<file path="src/hw/rtl/cdp_pkg.sv">
// Shared constants, types and state encodings for the counter delta permille block.
`timescale 1ns / 1ps
`default_nettype none
package cdp_pkg;

    localparam int NUM_STATES = 5;
    localparam int NUM_CPUS   = 8;

    localparam int CPU_W   = 3;
    localparam int ST_W    = 3;
    localparam int CNT_W   = 64;
    localparam int PERM_W  = 10;
    localparam int CMP_W   = 8;

    localparam int SLOT_N  = NUM_CPUS * NUM_STATES;
    localparam int SLOT_W  = $clog2(SLOT_N);

    localparam int SCALE     = 1000;
    localparam int DIV_STEPS = PERM_W;
    localparam int STEP_W    = $clog2(DIV_STEPS);
    localparam int REM_W     = CNT_W + PERM_W + 1;

    localparam int QDEPTH  = 4;
    localparam int QPTR_W  = $clog2(QDEPTH);
    localparam int QCNT_W  = $clog2(QDEPTH + 1);

    localparam logic [ST_W-1:0] LAST_ST = ST_W'(NUM_STATES - 1);

    // One classified sample handed from the front to the back.
    typedef struct packed {
        logic [CPU_W-1:0] cpu;
        logic [ST_W-1:0]  st;
        logic [CNT_W-1:0] diff;
        logic [CNT_W-1:0] total;
        logic             close;
    } t_entry;

    typedef struct packed {
        logic full;
        logic empty;
    } t_q_stat;

    typedef enum logic [1:0] {
        FE_IDLE,
        FE_READ,
        FE_PUSH
    } t_fe_state;

    typedef enum logic [2:0] {
        BE_IDLE,
        BE_MUL,
        BE_ADD,
        BE_DIV,
        BE_OUT
    } t_be_state;

endpackage
`default_nettype wire

</file>
<file path="src/hw/rtl/cdp_queue.sv">
// Short queue of classified samples between the front and the back.
`timescale 1ns / 1ps
`default_nettype none
module cdp_queue (
    input  wire logic          i_clk,
    input  wire logic          i_rst_n,
    input  wire logic          i_push,
    input  wire cdp_pkg::t_entry i_entry,
    input  wire logic          i_pop,
    output cdp_pkg::t_entry    o_head,
    output cdp_pkg::t_q_stat   o_stat
);

    cdp_pkg::t_entry                  r_mem [cdp_pkg::QDEPTH];
    logic [cdp_pkg::QPTR_W-1:0]       r_wptr;
    logic [cdp_pkg::QPTR_W-1:0]       r_rptr;
    logic [cdp_pkg::QCNT_W-1:0]       r_count;
    logic                             w_push;
    logic                             w_pop;

    assign o_stat.full  = (r_count == cdp_pkg::QCNT_W'(cdp_pkg::QDEPTH));
    assign o_stat.empty = (r_count == '0);
    assign w_push       = i_push && !o_stat.full;
    assign w_pop        = i_pop && !o_stat.empty;
    assign o_head       = r_mem[r_rptr];

    always_ff @(posedge i_clk) begin
        if (!i_rst_n) begin
            r_wptr  <= '0;
            r_rptr  <= '0;
            r_count <= '0;
        end else begin
            if (w_push) begin
                r_wptr <= r_wptr + 1'b1;
            end
            if (w_pop) begin
                r_rptr <= r_rptr + 1'b1;
            end
            case ({w_push, w_pop})
                2'b10:   r_count <= r_count + 1'b1;
                2'b01:   r_count <= r_count - 1'b1;
                default: r_count <= r_count;
            endcase
        end
    end

    always_ff @(posedge i_clk) begin
        if (w_push) begin
            r_mem[r_wptr] <= i_entry;
        end
    end

endmodule
`default_nettype wire

</file>
<file path="config.mk">
export PLATFORM = sky130hd
export DESIGN_NAME = cdp_queue
export DESIGN_NICKNAME = d
export VERILOG_FILES = /design/src/hw/rtl/cdp_pkg.sv /design/src/hw/rtl/cdp_queue.sv
export SDC_FILE = /design/constraint.sdc
export NUM_CORES = 1
export LEC_CHECK = 0
export ABC_AREA = 1
export BUFFER_PORTS_ARGS = -buffer_cell sky130_fd_sc_hd__buf_2
export CORE_UTILIZATION = 30
export CTS_CLUSTER_DIAMETER = 80
export CTS_CLUSTER_SIZE = 40
export DETAILED_ROUTE_END_ITERATION = 10
export GPL_TIMING_DRIVEN = 0
export SETUP_SLACK_MARGIN = 0.2
export SLEW_MARGIN = 20
export SYNTH_ARGS = -nofsm -noshare
export SYNTH_HDL_FRONTEND = slang
export SYNTH_SLANG_ARGS = --single-unit
export TNS_END_PERCENT = 100
</file>
<file path="constraint.sdc">
create_clock -name i_clk -period 7.15 [get_ports i_clk]
set_clock_uncertainty 0.1 [all_clocks]
set_input_delay 0.715 -clock i_clk [delete_from_list [all_inputs] [get_ports i_clk]]
set_output_delay 0.715 -clock i_clk [all_outputs]
set_load 0.03 [all_outputs]
</file>
==> results of run 1 <==
## placed cells by master, fill, tap and decap left out
| cell type | instances |
|---|---|
| inv_2 | 1 |
| o22ai_1 | 135 |
| clkinv_2 | 4 |
| inv_16 | 2 |
| clkinv_16 | 1 |
| nor2_4 | 4 |
| inv_1 | 18 |
| edfxtp_1 | 540 |
| inv_12 | 3 |
| buf_12 | 20 |
| inv_8 | 2 |
| clkbuf_2 | 3 |
| o21ai_0 | 200 |
| a21oi_1 | 5 |
| nand2_1 | 15 |
| dfxtp_1 | 9 |
| diode_2 | 8 |
| buf_4 | 1 |
| clkinv_8 | 5 |
| buf_8 | 2 |
| buf_2 | 292 |
| clkbuf_1 | 41 |
| nor2_1 | 276 |
| inv_6 | 3 |
| buf_16 | 10 |
| nand3_1 | 5 |
| bufinv_16 | 3 |
| ha_1 | 5 |
| clkbuf_16 | 29 |
| o21ai_1 | 72 |
| clkinv_1 | 3 |
| buf_6 | 23 |
| fa_1 | 1 |
## metrics by stage
stage | util [%] | setup TNS [ns] | setup slack (ns) | hold WS [ns]
4_1_cts | 36.70 | 0 | 3.214 | 0.1484
3_3_place_gp | 34.08 | -2961.81 | -5.577 | 0.3851
5_1_grt | 36.70 | 0 | 3.157 | 0.1613
2_1_floorplan | - | -28.37 | -0.05254 | 0.3621
6_report | 36.73 | 0 | 3.338 | 0.1940
3_5_place_dp | 35.09 | 0 | 3.918 | 0.3917
## kinds of logic after synthesis
kind of cell	after synthesis	synth area share, %
flops	549	79.98
compound gates	412	10.88
simple gates	300	5.524
buf+inv	108	3.210
fa+ha+maj	6	0.4028
## power by group through the flow
| stage | combinational (mW) | clock, mW | sequential (mW) |
|---|---|---|---|
| 3_3_place_gp | 2.76 | 0 | 4.05 |
| 3_5_place_dp | 2.88 | 0 | 3.94 |
| 2_1_floorplan | 1.76 | 0 | 3.98 |
| 5_1_grt | 3.06 | 2.18 | 3.89 |
| 4_1_cts | 2.89 | 2.09 | 3.87 |
| 6_report | 2.85 | 2.04 | 3.87 |
## final timing paths
| path | from | end | slack (ns) | cells past startpoint |
|---|---|---|---|---|
| min | i_entry[16] | r_mem[3][16] | 0.19 | 1 |
| max reg2reg | r_count[1] | r_mem[0][114] | 4.51 | 8 |
| min reg2reg | r_wptr[1] | r_wptr[1] | 0.41 | 2 |
| max | flip-flop | o_head[64] | 3.34 | 6 |
## metal layers
layer / wire, um / part of all wire (%) / vias to the layer above
met5: 42 / 0.077 / -
met4: 1537 / 2.8 / 8
met3: 4061 / 7.4 / 79
met2: 26050 / 48 / 412
met1: 23010 / 42 / 6394
li1: - / - / 5862
## flip-flops by register name, summed over array words and instances (netlist names), named ones only
name / count
r_wptr: 2
r_count: 3
r_mem: 540
r_rptr: 2
## critical path, delay by kind of cell, from the launching register on
family | cells | cell delay, ns
AO/OA/AOI/OAI | 2 | 0.64
flip-flops | 1 | 0.31
buffers and inverters | 4 | 1.40
## area by class of cell
class	count	area, um^2	share of cell area [%]
tap	873	1092	4.413
multi-input combinational	718	3476	14.04
sequential	549	16400	66.24
timing repair buffer	304	2027	8.188
antenna	8	20.02	0.08087
clock inverter	25	359.1	1.451
clock buffer	29	725.7	2.932
inverter	20	82.58	0.3336
buffer	88	575.6	2.325
==> reports/metrics.csv, run 1 <==
stage;metric;value;unit
run_status;status;completed;
final_layout;fillers;6328;
placement;dpl.hpwl;35.62;mm
setup_path;worstPathArrival;3.00;ns
synth;synth.most_common_cell;edfxtp_1;
setup_path;worst_ep_required_time;6.34;ns
placement;placed_area;23650;um^2
grt;grt_usage;15.42;%
drt;drt-initial-drc-count;1167;
setup_path;path_max_fanout;10;
final_layout;drive_gt1_share;23.54;%
placement;gp_congestion;0.7525;
floorplan;die-height;263.4;um
floorplan;start_util;30.42;%
timing;tightest_slew;0.8788;ns
floorplan;io_pins;276;
clocking;cts_setup_buffers;0;
placement;io_buffers;275;
synth;postSynthCellCount;1375;
clocking;clk_latency;0.62;ns
clocking;cts.path.max_buffers;3;
synth;synth_top_area_share;79.10;%
timing;hold_viol;0;
setup_path;max_stage_delay;0.51;ns
clocking;cts_resized;0;
grt;grt_use_met3;3.545;%
timing;rsz0062_at_grt;no;
synth;ys.flop_type;edfxtp_1;
timing;max_freq;262.3;MHz
floorplan;core;67400;um^2
floorplan;dieArea;69380;um^2
grt;grt_pass1_vias;12852;
timing;setup_viol;0;
floorplan;row_count;95;
final_layout;finalInstanceArea;24750;um^2
timing;min_period;3.812;ns
synth;yosys.area.top_type;edfxtp_1;
synth;ys_warn_count;0;
power;power.leakage;8.488;nW
power;p_total;8.756;mW
clocking;clockRootBuffer;clkbuf_16;
synth;async_reset_ff_share;0;%
power;p_switching;3.251;mW
setup_path;crit_type;reg2out;
clocking;path_clk_slew;0.10;ns
placement;placedCellCount;2552;
power;p_clk_share;23.3;%
synth;synth_cell_type_count;21;
setup_path;crit_slowest_cell;o22ai_1;
synth;synthesis.nets;1520;
synth;syn_area_per_cell;14.91;um^2
clocking;cts.sinks;549;
grt;met1_usage;20.08;%
grt;grtUsageMet2;25.75;%
drt;vias_per_cell;4.879;
synth;synth_edf_count;540;
power;vdd_drop_max;0.0002825;V
synth;synth_seq_area_share;79.98;%
timing;relSlewSlack;41.41;%
run;max_cap_viol_count;0;
power;internal_power;5.505;mW
power;swShare;37.13;%
grt;grt_max_degree;31;
final_layout;syn_to_final_growth;20.75;%
clocking;tritoncts;done;
grt;antenna_found_initial;12;
final_layout;instances_no_fill;2614;
power;powerDensity;353.7;nW/um^2
setup_path;cp-start-kind;flip-flop;
synth;ys_top_cells_by_count;540 x edfxtp_1, 280 x nor2_1, 200 x o21ai_0;
drt;drcViolationCount;0;
synth;ys_ff_latch;549;
grt;busiest_layer;met2;
drt;wire_per_inst;20.92;um
clocking;htreeDepth;1;
drt;ant_nets;0;
power;pwr-share-seq;44.2;%
timing;drv_slew;0;
final_layout;nets;1855;
drt;dr_total_vias;12755;
setup_path;crit_chain;buf_4, inv_2, clkbuf_1, o21ai_1, o22ai_1, buf_2;
drt;routed_wl;54.69;mm
synth;synth_area;20500;um^2
grt;grt_first_pass_wirelength;80.91;mm
timing;post-route-period-util;53.32;%
setup_path;crit_path_end_kind;output port;
power;comb_power_share;32.6;%
floorplan;fp.dieW;263.4;um
synth;ys_top_cells_by_area;edfxtp_1 79%, nor2_1 5.1%, o21ai_0 4.9%;
clocking;numCtsBuffers;29;
hold_path;min_path_type;in2reg;
grt;grt-ovfl-total;0;
clocking;cts_hold_buf;0;
drt;dr.pass1.iters;5;
Power figures use the tool's default switching activity.
==> run 2: changes to the inputs <==
==> constraint.sdc (replaced) <==
create_clock -name i_clk -period 3.9 [get_ports i_clk]
set_clock_uncertainty 0.1 [all_clocks]
set_input_delay 0.39 -clock i_clk [delete_from_list [all_inputs] [get_ports i_clk]]
set_output_delay 0.39 -clock i_clk [all_outputs]
set_load 0.03 [all_outputs]
==> run 2 against run 1 <==
Wire length is 2.5% higher. Clock power is 100% higher. Critical path depth is 1 higher. First-iteration DRC count is 9.5% higher. Clock-buffer cell count is 11 higher. Flip-flop and latch count stayed put. Worst hold slack better by 0.21 ns. Non-clock buffer count is 138 higher. Final cell count is 5.4% higher. Final area is 6.4% higher. Worst setup slack worse by 2.6 ns. Largest cell class unchanged.
==> reports/metrics.csv, run 2 (synthesis results as in run 1) <==
stage;metric;value;unit;change
clocking;path_clk_slew;0.12;ns;+0.02 ns
final_layout;final_util;39.10;%;+2.4 points
clocking;cts_resized;0;;unchanged
setup_path;reg2reg_depth;7;;-1
grt;grt_usage;15.85;%;+0.43 points
setup_path;r2r-start;r_count[1];;
setup_path;cpMostUsedCell;buf_2;;
timing;post-route-period-util;82.25;%;
final_layout;fillers;6169;;-2.5%
run_status;status;completed;;
timing;max_freq;311.8;MHz;
drt;ant_nets;0;;unchanged
final_layout;syn_to_final_growth;28.54;%;
power;swShare;36.99;%;-0.14 points
final_layout;finalInstanceArea;26350;um^2;+6.4%
clocking;clockRootBuffer;clkbuf_16;;
floorplan;core;67400;um^2;unchanged
setup_path;crit_path_end_kind;output port;;
placement;placed_area;23680;um^2;+0.12%
grt;grt_first_pass_wirelength;83.33;mm;+3.0%
timing;relSlewSlack;51.32;%;+9.9 points
power;powerDensity;630.5;nW/um^2;+78%
setup_path;cp-start-kind;flip-flop;;
placement;gp_congestion;0.7454;;-0.94%
timing;drv_slew;0;;unchanged
final_layout;largest_register_ffs;540;;unchanged
floorplan;start_util;30.42;%;unchanged
final_layout;reg_top3;r_mem (540), r_count (3);;
power;pwr-share-seq;42.7;%;-1.5 points
clocking;clk_latency;0.56;ns;-0.06 ns
hold_path;min_path_type;reg2reg;;
placement;io_buffers;275;;unchanged
power;power.leakage;9.160;nW;+7.9%
grt;grt_max_degree;34;;+9.7%
setup_path;crit_chain;buf_4, inv_2, buf_2, buf_2, o21ai_1, o22ai_1, buf_2;;
final_layout;top_register;r_mem;;
drt;drcViolationCount;0;;unchanged
clocking;numCtsBuffers;34;;+17%
timing;hold_viol;0;;unchanged
grt;grt_pass1_vias;13627;;+6.0%
floorplan;die-height;263.4;um;unchanged
final_layout;layout_commonest_cell;edfxtp_1;;
hold_path;min_from;r_rptr[1];;
run;max_cap_viol_count;0;;unchanged
setup_path;worst_ep_required_time;3.41;ns;-2.93 ns
power;comb_power_share;32.3;%;-0.3 points
power;p_clk_share;25.0;%;+1.7 points
hold_path;min_path_cells;2;;+1
setup_path;reg2reg_slack;1.34;ns;-3.17 ns
floorplan;io_pins;276;;unchanged
clocking;cts.path.max_buffers;3;;unchanged
clocking;cts.sinks;549;;unchanged
grt;grt-ovfl-total;0;;unchanged
floorplan;dieArea;69380;um^2;unchanged
floorplan;row_count;95;;unchanged
setup_path;crit_type;reg2out;;
grt;antenna_found_initial;5;;-7
final_layout;mostFrequentLayoutCells;540 x edfxtp_1, 292 x buf_2, 276 x nor2_1;;
floorplan;fp.dieW;263.4;um;unchanged
clocking;tritoncts;done;;
clocking;htreeDepth;2;;+1
final_layout;drive_gt1_share;22.09;%;-1.5 points
timing;setup_viol;0;;unchanged
setup_path;path_max_fanout;10;;unchanged
drt;dr_total_vias;13403;;+5.1%
power;internal_power;10.47;mW;+90%
timing;min_period;3.208;ns;
setup_path;r2r_end;r_mem[1][110];;
setup_path;max_stage_delay;0.35;ns;-0.16 ns
setup_path;crit_slowest_cell;inv_2;;
placement;dpl.hpwl;36.43;mm;+2.3%
drt;drt-initial-drc-count;1278;;+9.5%
timing;rsz0062_at_grt;no;;
final_layout;nets;1998;;+7.7%
power;vdd_drop_max;0.0004731;V;+67%
drt;dr.pass1.iters;5;;unchanged
drt;vias_per_cell;4.865;;-0.30%
timing;tightest_slew;0.7302;ns;-0.1487 ns
drt;routed_wl;56.05;mm;+2.5%
power;p_switching;6.146;mW;+89%
drt;wire_per_inst;20.35;um;-2.8%
setup_path;worstPathArrival;2.72;ns;-0.28 ns
power;p_total;16.61;mW;+90%
[run 2: cell types whose count changed in the layout (fill, tap and decap cells not counted), moves of 2 or more]
cell           previous run  this run
clkinv_1                  3         1
clkinv_8                  5         3
bufinv_16                 3         1
clkbuf_16                29        37
clkinvlp_4                0         2
clkbuf_1                 41        44
inv_16                    2         4
dlygate4sd3_1             0       138
clkinv_2                  4         2
diode_2                   8         3
clkinv_16                 1         3
buf_16                   10        13
buf_12                   20        18
[run 2: critical path: cells and delay by family (launching register included)]
| kind | cells | cell delay, ns |
|---|---|---|
| buf+inv | 5 | 1.47 |
| compound gates | 2 | 0.33 |
| flops | 1 | 0.32 |
[run 2: power by group through the flow]
stage | Clock, mW | Sequential (mW) | Combinational (mW)
after CTS | 4.29 | 7.09 | 5.44
final | 4.16 | 7.09 | 5.36
after detailed placement | 0 | 7.22 | 5.31
after global routing | 4.47 | 7.12 | 5.74
after global placement | 0 | 7.33 | 5.07
after floorplan | 0 | 7.26 | 3.22
[run 2: routing by layer]
| layer | vias to the layer above | part of all wire [%] | global-route usage (%) | wire [um] |
|---|---|---|---|---|
| met5 | - | 0.075 | 0 | 42 |
| met3 | 72 | 7.0 | 3.554 | 3948 |
| met2 | 469 | 48 | 26.63 | 27010 |
| met1 | 6697 | 43 | 20.78 | 23990 |
| met4 | 6 | 1.9 | 3.714 | 1059 |
| li1 | 6159 | - | - | - |
[run 2: final cells by class]
class	instances	area, um^2	share of cell area [%]
antenna	3	7.507	0.02849
buffer	88	575.6	2.184
clock buffer	40	937.1	3.557
clock inverter	22	347.8	1.320
inverter	20	82.58	0.3134
multi-input combinational	718	3476	13.19
sequential	549	16400	62.22
tap	873	1092	4.145
timing repair buffer	442	3436	13.04
[run 2: through the flow]
step           setup WS, ns   TNS, ns  hold WS, ns  cells
2_1_floorplan       -0.8397   -453.42       0.3621   1375
3_3_place_gp         -4.178  -2216.04       0.3877   2523
3_5_place_dp          1.263         0       0.4047   2552
4_1_cts              0.5989         0       0.4040   2752
5_1_grt              0.5111         0       0.4212   2754
6_report             0.6923         0       0.4028   2755
[run 2: how the worst max path moves through the flow]
| stage | to | start | slack, ns |
|---|---|---|---|
| final | o_head[90] | flip-flop | 0.69 |
| after global placement | r_mem[0][84] | r_count[1] | -4.18 |
| after detailed placement | o_head[33] | flip-flop | 1.26 |
| after global routing | o_head[33] | flip-flop | 0.51 |
| after CTS | o_head[33] | flip-flop | 0.60 |
| after floorplan | r_mem[0][0] | r_count[1] | -0.84 |
[run 2: what timing repair did]
item,CTS,global route
hold endpoints to repair,548,0
hold buffers,138,0
setup buffers,0,0
==> run 3: changes to the inputs <==
==> constraint.sdc (replaced) <==
create_clock -name i_clk -period 2.8 [get_ports i_clk]
set_clock_uncertainty 0.1 [all_clocks]
set_input_delay 0.28 -clock i_clk [delete_from_list [all_inputs] [get_ports i_clk]]
set_output_delay 0.28 -clock i_clk [all_outputs]
set_load 0.03 [all_outputs]
==> run 3 against run 2 <==
Via count increased by 1.9%. Core utilization grew 4.2 points. Clock power is 34% higher. Flip-flop and latch count stayed put. Sequential power up 40%. Sequential share of layout area fell by 6.1 points.
==> reports/metrics.csv, run 3 (synthesis results as in run 1) <==
stage;metric;value;unit;change
drt;drt-initial-drc-count;1101;;-14%
clocking;clk_latency;0.64;ns;+0.08 ns
grt;grt-ovfl-total;0;;unchanged
timing;hold_viol;0;;unchanged
placement;io_buffers;275;;unchanged
timing;tightest_slew;0.7374;ns;+0.007226 ns
placement;gp_congestion;0.7386;;-0.91%
timing;fin_hold_ws;0.2747;ns;-0.1281 ns
final_layout;nets;2037;;+2.0%
floorplan;dieArea;69380;um^2;unchanged
floorplan;fp.dieW;263.4;um;unchanged
timing;setup_viol;0;;unchanged
setup_path;path_buf_inv;8;;+3
floorplan;die-height;263.4;um;unchanged
drt;dr_total_vias;13661;;+1.9%
timing;min_period;2.688;ns;
floorplan;io_pins;276;;unchanged
power;pwr-share-seq;38.0;%;-4.7 points
setup_path;max_stage_delay;0.34;ns;about the same
final_layout;layout_commonest_cell;edfxtp_1;;
final_layout;drive_gt1_share;33.66;%;+12 points
floorplan;core;67400;um^2;unchanged
clocking;path_clk_slew;0.12;ns;about the same
placement;dpl.hpwl;36.41;mm;about the same
final_layout;regArea;16400;um^2;about the same
final_layout;largest_register_ffs;540;;unchanged
power;p_clk_share;21.4;%;-3.6 points
setup_path;worstPathArrival;2.31;ns;-0.41 ns
setup_path;path_max_fanout;6;;-4
timing;setup_ws;0.1122;ns;-0.5801 ns
power;powerDensity;891.4;nW/um^2;+41%
clocking;clockRootBuffer;clkbuf_16;;
grt;grt_max_degree;36;;+5.9%
clocking;tritoncts;done;;
drt;ant_nets;0;;unchanged
drt;vias_per_cell;4.898;;+0.68%
clocking;numCtsBuffers;30;;-12%
setup_path;crit_slowest_cell;dfxtp_2;;
power;p_switching;9.553;mW;+55%
setup_path;cp-start-kind;flip-flop;;
final_layout;multi_input_area;4315;um^2;+24%
placement;dp_slack;0.1505;ns;-1.112 ns
final_layout;reg_top3;r_mem (540), r_count (3);;
drt;drcViolationCount;0;;unchanged
timing;post-route-period-util;95.99;%;
power;comb_power_share;40.6;%;+8.3 points
grt;grt_pass1_vias;13603;;-0.18%
timing;rsz0062_at_grt;yes;;
drt;routed_wl;59.95;mm;+7.0%
power;power.leakage;10.31;nW;+13%
final_layout;fillers;5920;;-4.0%
setup_path;crit_path_end_kind;output port;;
drt;dr.pass1.iters;5;;unchanged
setup_path;cpMostUsedCell;buf_12;;
final_layout;mostFrequentLayoutCells;540 x edfxtp_1, 228 x nor2_1, 160 x o21ai_0;;
floorplan;start_util;30.42;%;unchanged
grt;antenna_found_initial;6;;+1
setup_path;crit_type;reg2out;;
setup_path;worst_ep_required_time;2.42;ns;-0.99 ns
hold_path;min_path_type;in2reg;;
run_status;status;completed;;
clocking;cts.sinks;549;;unchanged
grt;grt_usage;16.37;%;+0.52 points
final_layout;antenna_cells;0;;-3
power;swShare;36.69;%;-0.30 points
final_layout;syn_to_final_growth;42.47;%;
timing;relSlewSlack;50.72;%;-0.60 points
clocking;htreeDepth;1;;-1
setup_path;cp_top_family;buffers and inverters;;
final_layout;top_register;r_mem;;
drt;wire_per_inst;21.50;um;+5.7%
power;vdd_drop_max;0.0006938;V;+47%
grt;grt_first_pass_wirelength;85.57;mm;+2.7%
floorplan;row_count;95;;unchanged
run;max_cap_viol_count;0;;unchanged
power;internal_power;16.48;mW;+57%
setup_path;crit_chain;buf_12, buf_16, inv_16, buf_12, buf_12, buf_16, buf_12, o21ai_1, o22ai_1, buf_4;;
timing;max_freq;372.1;MHz;
clocking;cts.path.max_buffers;3;;unchanged
timing;drv_slew;0;;unchanged
run 3: repair_timing:
item,in CTS,in global routing
pin swaps,45,66
setup buffers,19,0
resized for setup,347,280
hold buffers,138,0
endpoints found under the hold margin,549,0
setup endpoints to repair,135,135
gates cloned,10,12
run 3: layout make-up:
type                       count  area share (%)
sequential                   549           56.15
timing repair buffer         485           16.99
multi-input combinational    718           14.78
buffer                        88           3.826
tap                          873           3.740
clock buffer                  31           2.583
clock inverter                25           1.607
inverter                      20          0.3299
run 3: per-stage QoR:
stage	util (%)	cells	instance area, um^2	total power, mW	TNS (ns)
global placement	34.15	2523	23010	17.22	-1225.67
global route	43.33	2789	29210	27.04	0
floorplan	-	1375	20540	14.58	-164.23
finish	43.33	2789	29210	26.03	0
detailed placement	35.28	2554	23780	17.50	0
CTS	41.69	2777	28090	25.16	0
run 3: worst reg2reg max path, delay by kind of cell (launching register included):
kind          cells  cell delay [ns]
simple gates      4             0.91
flops             1             0.36
buf+inv           3             0.67
run 3: path summary, 6_finish.rpt:
path	end	slack, ns	cells after the start	startpoint
worst max-delay path	o_head[111]	0.11	10	flip-flop
worst max register to register	r_mem[0][106]	0.46	7	r_count[1]
worst min register to register	r_wptr[1]	0.42	2	r_wptr[1]
worst min-delay path	r_mem[2][40]	0.27	2	i_entry[40]
run 3: routing by layer:
layer | track usage, % | vias to the layer above | part of all wire (%)
met5 | 0 | - | 0.13
met4 | 4.647 | 12 | 2.0
met3 | 3.162 | 81 | 6.3
met2 | 27.53 | 438 | 49
met1 | 21.46 | 6893 | 43
li1 | - | 6237 | -
run 3: power by group through the flow:
stage	registers, mW	clock network [mW]	logic (mW)
after global placement	10.1	0	7.08
final	9.90	5.57	10.6
after floorplan	10.1	0	4.51
after CTS	9.88	5.69	9.58
after global routing	9.95	5.97	11.1
after detailed placement	10.1	0	7.43
